**config.mk**
```make
export PLATFORM = sky130hd
export DESIGN_NAME = lsnh_search
export DESIGN_NICKNAME = d
export VERILOG_FILES = /design/src/rtl/core/assert_macros.svh /design/src/rtl/core/lsnh_pkg.sv /design/src/rtl/core/lsnh_search.sv
export SDC_FILE = /design/constraint.sdc
export NUM_CORES = 1
export LEC_CHECK = 0
export ABC_CLOCK_PERIOD_IN_PS = 17910
export BUFFER_PORTS_ARGS = -buffer_cell sky130_fd_sc_hd__buf_2
export CAP_MARGIN = 30
export CELL_PAD_IN_SITES_DETAIL_PLACEMENT = 1
export CELL_PAD_IN_SITES_GLOBAL_PLACEMENT = 1
export CORE_ASPECT_RATIO = 1.5
export CORE_MARGIN = 2
export CORE_UTILIZATION = 50
export DETAILED_ROUTE_END_ITERATION = 12
export GPL_TIMING_DRIVEN = 0
export PLACE_DENSITY = 0.83
export SLEW_MARGIN = 20
export SYNTH_ARGS = -nofsm -noshare
export SYNTH_HDL_FRONTEND = slang
export SYNTH_SLANG_ARGS = --single-unit
```
**constraint.sdc**
```tcl
create_clock -name clk -period 17.91 [get_ports clk]
set_clock_uncertainty 0.1 [all_clocks]
set_input_delay 2.6865 -clock clk [delete_from_list [all_inputs] [get_ports clk]]
set_output_delay 2.6865 -clock clk [all_outputs]
set_load 0.02 [all_outputs]
```
**src/rtl/core/assert_macros.svh**
```systemverilog
// Assertion macros shared by the RTL.
`ifndef ASSERT_MACROS_SVH
`define ASSERT_MACROS_SVH

// Assert that an implication holds at every rising clock edge outside reset.
`define ASSERT_IMPL(label, clk, rst_n, ante, cons) \
	label: assert property (@(posedge clk) disable iff (!rst_n) (ante) |-> (cons)) \
	else $error("assertion failed");

// Assert that an implication holds in the cycle after the antecedent.
`define ASSERT_NEXT(label, clk, rst_n, ante, cons) \
	label: assert property (@(posedge clk) disable iff (!rst_n) (ante) |=> (cons)) \
	else $error("assertion failed");

`endif

```
**src/rtl/core/lsnh_pkg.sv**
```systemverilog
package lsnh_pkg;
	localparam int MaxNodes = 16;
	localparam int NodeBits = 4;
	localparam int EdgeBits = 8;
	localparam int CostBits = 16;
	localparam int DistBits = 24;
	localparam logic [DistBits-1:0] InfDist = 24'd1000000;
	localparam logic OpUpdate = 1'b0;
	localparam logic OpQuery = 1'b1;
	localparam logic [1:0] RegSelfNode = 2'd0;

	typedef struct packed {
		logic operation;
		logic [3:0] link_src;
		logic [3:0] link_dst;
		logic [15:0] link_cost;
		logic [15:0] link_age;
		logic [3:0] query_node;
	} in_item_t;

	typedef struct packed {
		logic flood;
		logic [3:0] flood_except;
		logic [3:0] next_hop;
		logic reachable;
	} out_item_t;

	// Start request and completion status between the top level and the search engine.
	typedef struct packed {
		logic start;
		logic [NodeBits-1:0] root;
		logic [NodeBits-1:0] target;
	} srch_req_t;

	typedef struct packed {
		logic done;
		logic reachable;
		logic [NodeBits-1:0] hop;
	} srch_rsp_t;
endpackage

```
**src/rtl/core/lsnh_search.sv**
```systemverilog
module lsnh_search (
	input logic clk,
	input logic arst_n,
	input lsnh_pkg::srch_req_t req,
	output lsnh_pkg::srch_rsp_t rsp,
	output logic [lsnh_pkg::EdgeBits-1:0] edge_raddr,
	input logic [lsnh_pkg::CostBits-1:0] edge_rcost,
	input logic edge_rpresent
);
	import lsnh_pkg::*;

	localparam logic [2:0] StIdle = 3'd0;
	localparam logic [2:0] StInit = 3'd1;
	localparam logic [2:0] StScan = 3'd2;
	localparam logic [2:0] StRelax = 3'd3;
	localparam logic [2:0] StWalk = 3'd4;
	localparam logic [2:0] StDone = 3'd5;

	logic [2:0] state_q;
	logic [NodeBits:0] idx_q;
	logic [NodeBits-1:0] root_q, target_q, u_q, hop_q;
	logic [DistBits-1:0] best_q;
	logic found_q;
	logic [MaxNodes-1:0] done_q;
	logic rd_valid_s1;
	logic [NodeBits-1:0] rd_node_s1;

	// Distance and parent scratch memories, one write port and one read port each, registered read.
	logic [DistBits-1:0] dist_mem [MaxNodes];
	logic [NodeBits-1:0] par_mem [MaxNodes];
	logic [DistBits-1:0] dist_rd_q;
	logic [NodeBits-1:0] par_rd_q;
	logic dist_we, par_we;
	logic [NodeBits-1:0] dist_waddr, dist_raddr, par_waddr, par_raddr;
	logic [DistBits-1:0] dist_wdata;
	logic [NodeBits-1:0] par_wdata;
	logic [DistBits:0] nd_sum;
	logic [DistBits-1:0] nd;

	always_ff @(posedge clk) begin
		if (dist_we) begin
			dist_mem[dist_waddr] <= dist_wdata;
		end
		dist_rd_q <= dist_mem[dist_raddr];
		if (par_we) begin
			par_mem[par_waddr] <= par_wdata;
		end
		par_rd_q <= par_mem[par_raddr];
	end

	assign nd_sum = {1'b0, best_q} + {{(DistBits+1-CostBits){1'b0}}, edge_rcost};
	assign nd = (nd_sum > {1'b0, InfDist}) ? InfDist : nd_sum[DistBits-1:0];

	always_comb begin
		dist_raddr = idx_q[NodeBits-1:0];
		par_raddr = hop_q;
		edge_raddr = {u_q, idx_q[NodeBits-1:0]};
		dist_we = 1'b0;
		dist_waddr = idx_q[NodeBits-1:0];
		dist_wdata = InfDist;
		par_we = 1'b0;
		par_waddr = idx_q[NodeBits-1:0];
		par_wdata = '0;
		case (state_q)
			StInit: begin
				dist_we = 1'b1;
				par_we = 1'b1;
				if (idx_q[NodeBits-1:0] == root_q) begin
					dist_wdata = '0;
					par_wdata = root_q;
				end
			end
			StRelax: begin
				dist_waddr = rd_node_s1;
				par_waddr = rd_node_s1;
				dist_wdata = nd;
				par_wdata = u_q;
				if (rd_valid_s1 && edge_rpresent && !done_q[rd_node_s1] && nd < dist_rd_q) begin
					dist_we = 1'b1;
					par_we = 1'b1;
				end
			end
			StWalk: begin
				// The reachability check needs the target's distance.
				dist_raddr = target_q;
			end
			default: ;
		endcase
	end

	always_ff @(posedge clk or negedge arst_n) begin
		if (!arst_n) begin
			state_q <= StIdle;
			idx_q <= '0;
			rd_valid_s1 <= 1'b0;
			done_q <= '0;
			found_q <= 1'b0;
		end else begin
			rd_valid_s1 <= 1'b0;
			rd_node_s1 <= idx_q[NodeBits-1:0];
			case (state_q)
				StIdle: begin
					if (req.start) begin
						root_q <= req.root;
						target_q <= req.target;
						idx_q <= '0;
						state_q <= StInit;
					end
				end
				StInit: begin
					done_q <= '0;
					if (idx_q == (NodeBits+1)'(MaxNodes-1)) begin
						idx_q <= '0;
						best_q <= InfDist;
						found_q <= 1'b0;
						state_q <= StScan;
					end else begin
						idx_q <= idx_q + 1'b1;
					end
				end
				StScan: begin
					// Read one distance a cycle; compare it in the next cycle.
					if (idx_q != (NodeBits+1)'(MaxNodes)) begin
						idx_q <= idx_q + 1'b1;
						rd_valid_s1 <= 1'b1;
					end
					if (rd_valid_s1 && !done_q[rd_node_s1] && dist_rd_q < best_q) begin
						best_q <= dist_rd_q;
						u_q <= rd_node_s1;
						found_q <= 1'b1;
					end
					if (!rd_valid_s1 && idx_q == (NodeBits+1)'(MaxNodes)) begin
						idx_q <= '0;
						if (found_q) begin
							done_q[u_q] <= 1'b1;
							state_q <= StRelax;
						end else begin
							hop_q <= target_q;
							state_q <= StWalk;
							rd_valid_s1 <= 1'b0;
						end
					end
				end
				StRelax: begin
					// Distances written here belong to distinct nodes, so no
					// read of the same entry is in flight.
					if (idx_q != (NodeBits+1)'(MaxNodes)) begin
						idx_q <= idx_q + 1'b1;
						rd_valid_s1 <= 1'b1;
					end else if (!rd_valid_s1) begin
						idx_q <= '0;
						best_q <= InfDist;
						found_q <= 1'b0;
						state_q <= StScan;
					end
				end
				StWalk: begin
					// First cycle reads the target distance; then the parent chain.
					// idx_q counts the steps and bounds the walk.
					if (!rd_valid_s1) begin
						rd_valid_s1 <= 1'b1;
					end else if (idx_q == '0 && !found_q) begin
						found_q <= 1'b1;
						idx_q <= idx_q + 1'b1;
						if (dist_rd_q >= InfDist) begin
							state_q <= StDone;
						end
						rd_valid_s1 <= 1'b0;
					end else begin
						rd_valid_s1 <= 1'b0;
						if (par_rd_q == root_q || idx_q == (NodeBits+1)'(MaxNodes)) begin
							state_q <= StDone;
						end else begin
							hop_q <= par_rd_q;
							idx_q <= idx_q + 1'b1;
						end
					end
				end
				StDone: begin
					state_q <= StIdle;
					found_q <= 1'b0;
				end
				default: state_q <= StIdle;
			endcase
		end
	end

	// In the walk, found_q marks that the target distance check has been made.
	logic reach_q;
	always_ff @(posedge clk or negedge arst_n) begin
		if (!arst_n) begin
			reach_q <= 1'b0;
		end else if (state_q == StWalk && rd_valid_s1 && idx_q == '0 && !found_q) begin
			reach_q <= (dist_rd_q < InfDist);
		end
	end

	always_comb begin
		rsp.done = (state_q == StDone);
		rsp.reachable = reach_q;
		rsp.hop = reach_q ? hop_q : '0;
	end
endmodule

```
==> impl_metrics.env <==
export IMPL_hold_class="reg -> reg"
export IMPL_grt_setup_unrepaired="no"
export IMPL_hold_path_startpoint="rd_node_s1[1]"
export IMPL_p_int_w=0.00269
export IMPL_drc=0
export IMPL_cts_resized=0
export IMPL_period_share=0.580
export IMPL_dpl_hpwl_mm=54.4
export IMPL_worst_pin_slew_ps=1080
export IMPL_dpl_worst_slack_ps=7260
export IMPL_viasPerCell=6.53
export IMPL_hold_end="u_q[1]"
export IMPL_comb_power_share=0.369
export IMPL_fmax_mhz=96.2
export IMPL_postSynthAreaPerCell_um2=12.9
export IMPL_antenna_found_initial=3
export IMPL_slew_headroom=0.276
export IMPL_p_leak_nw=9.70
export IMPL_crit_required_ps=18100
export IMPL_drv_cap=0
export IMPL_reg2regPathDepth=23
export IMPL_dpl_instance_area_um2=26100
export IMPL_setup_viol=0
export IMPL_reg2reg_setup_slack_ps=9310
export IMPL_final_nets=2159
export IMPL_grt_remaining_overflow=0
export IMPL_ys_ff_latch=547
export IMPL_start_util=0.507
export IMPL_status="completed"
export IMPL_hold_buffers=0
export IMPL_firstDrtPassIters=6
export IMPL_drive_gt1_frac=0.104
export IMPL_hold_depth=0
export IMPL_ys_seq_area_frac=0.661
export IMPL_worstSetupPathType="in -> reg"
export IMPL_drt_wl_total_mm=80.9
export IMPL_crit_arrival_ps=10580
export IMPL_grt_max_degree=35
export IMPL_seq_power_share=0.382
export IMPL_num_rows=98
export IMPL_die_area_um2=50300
export IMPL_cp_start_kind="primary input"
export IMPL_io_pins=42
export IMPL_cts_max_level=2
export IMPL_synth_ff_type="edfxtp_1"
export IMPL_drt_iter0_markers=1549
export IMPL_syn_area_um2=24200
export IMPL_clkTransAtPathRegs_ps=60
export IMPL_end_kind="flop"
export IMPL_setup_ws_ps=7520
export IMPL_p_switching_w=0.00175
export IMPL_clk_path_buf_depth=3
export IMPL_r2r_start="best_q[0]"
export IMPL_clock_power_share=0.249
export IMPL_post_cts_buffers=0
export IMPL_clk_latency_ps=590
export IMPL_die_x_um=184
export IMPL_fp_dieH_um=274
export IMPL_power_w=0.00444
export IMPL_cts_made_buffers=50
export IMPL_fin_setup_tns_ps=0
export IMPL_cts_root_buf="clkbuf_16"
export IMPL_synth_cells=1872
export IMPL_grt_pass1_wl_mm=120
export IMPL_synthArstFlopShare=0.0494
export IMPL_port_buffers=41
export IMPL_yosysWarnings=0
export IMPL_avgRoutedWirePerCell_um=29.9
export IMPL_gp_congestion=0.971
export IMPL_grt_pass1_vias=19200
export IMPL_finalMaxSlewViolations=0
export IMPL_area_growth_pct=14.8
export IMPL_synth_edff_count=492
export IMPL_ys_types=76
export IMPL_sw_frac_of_total=0.395
export IMPL_num_vias=17700
export IMPL_power_density_nw_per_um2=159
export IMPL_grt_util_all_layers=0.326
export IMPL_finalCriticalPeriod_ps=10390
export IMPL_r2r_end="dist_mem[12][18]"
export IMPL_core_um2=47800
export IMPL_peakVddDrop_uv=68.6
export IMPL_ant_nets=0
export IMPL_cts_tree="built"
export IMPL_cp_max_fo=17
export IMPL_cts_sinks=547
export IMPL_finalHoldViolCount=0
export IMPL_fin_util=0.582
export IMPL_fin_area_um2=27800
[flip-flops by register name, summed over array words and instances (netlist names), 3 cells and up]
register / count
u_q: 4
idx_q: 5
par_rd_q: 4
root_q: 4
state_q: 3
hop_q: 4
target_q: 4
done_q: 16
dist_rd_q: 24
rd_node_s1: 4
dist_mem: 384
par_mem: 64
best_q: 24
[synth_stat cells (29+ instances only)]
| cell | count | area, µm² |
|---|---|---|
| edfxtp_1 | 492 | 14800 |
| nand2_1 | 259 | 972 |
| a211oi_1 | 129 | 968 |
| clkbuf_1 | 104 | 390 |
| a21oi_1 | 99 | 495 |
| and2_1 | 90 | 563 |
| nor2_1 | 87 | 327 |
| ha_1 | 66 | 826 |
| inv_1 | 60 | 225 |
| a31oi_1 | 54 | 338 |
| a311oi_1 | 48 | 420 |
| nand3_1 | 30 | 150 |
| o21ai_0 | 29 | 145 |
[worst max-delay path, stage by stage]
cell      delay, ps
buf_2           100
ha_1            210
fa_1            430
a21o_1          250
a221oi_2        490
nor2_1          180
o41ai_4         550
mux2i_1         400
o311ai_0        240
a211oi_1        530
clkbuf_1        450
a21oi_1         350
and2_1          270
ha_1            290
nor2b_1         140
o21ai_0         150
nand2b_1         70
a21oi_1         250
a21boi_0        340
o21ai_1         590
clkbuf_1        410
nand3_1         200
nor2_4          720
buf_8           260
[metal layers]
metal	track usage	part of all wire	vias up
met2	0.571	0.51	968
met4	0.241	0.082	4
li1	-	-	7439
met1	0.349	0.33	8865
met3	0.0608	0.076	375
met5	0	0.00026	-
[metrics by stage]
| step | cells | hold WS (ps) |
|---|---|---|
| finish | 2705 | 372 |
| global route | 2704 | 372 |
| CTS | 2701 | 372 |
| detailed placement | 2609 | 357 |
| global placement | 2580 | 328 |
| floorplan | 1939 | 324 |
[cell usage in the layout (no fill, tap or decap), drive strengths merged, types with 66 or more instances in the layout]
| master | count |
|---|---|
| ha | 66 |
| nand2 | 259 |
| buf | 86 |
| a21oi | 99 |
| nor2 | 87 |
| clkbuf | 169 |
| edfxtp | 492 |
| conb | 68 |
| a211oi | 130 |
| and2 | 106 |
[kinds of logic (layout without fill, tap and decap cells)]
kind of cell    Yosys count  after routing  share of synthesized area
compound gates          434            434                      0.124
xor+xnor                 28             28                     0.0104
fa+ha+maj                67             67                     0.0349
buf+inv                 180            345                     0.0296
flops                   547            547                      0.661
mux                      30             30                     0.0254
other cells               1             69                   0.000155
simple gates            585            585                      0.114
[power groups by stage]
stage                     Combinational (W)  Clock (W)  Sequential [W]
final                               0.00164    0.00111         0.00169
after global routing                0.00174    0.00115         0.00170
after CTS                           0.00159    0.00111         0.00169
after detailed placement            0.00153          0         0.00171
after global placement              0.00140          0         0.00171
after floorplan                    0.000933          0         0.00168
[worst max path at each step]
stage / startpoint / endpoint / slack [ps] / cells past startpoint
2_1_floorplan: edge_rcost[0] / dist_mem[11][0] / 8660 / 22
3_3_place_gp: edge_rcost[0] / dist_mem[11][1] / 5880 / 23
3_5_place_dp: edge_rcost[0] / dist_mem[9][2] / 7260 / 24
4_1_cts: edge_rcost[0] / dist_mem[12][20] / 7730 / 24
5_1_grt: edge_rcost[0] / dist_mem[9][5] / 7060 / 24
6_report: edge_rcost[0] / dist_mem[12][18] / 7520 / 24
[cell type report]
type	count	area, µm²
Clock buffer	63	1360
Inverter	61	229
Buffer	119	489
Multi-Input combinational cell	1212	7960
Timing Repair Buffer	73	729
Sequential cell	547	16000
Antenna cell	1	2.50
Fill cell	4702	20000
Clock inverter	29	284
Tap cell	600	751
No activity file was read; power rests on OpenSTA's default activity.
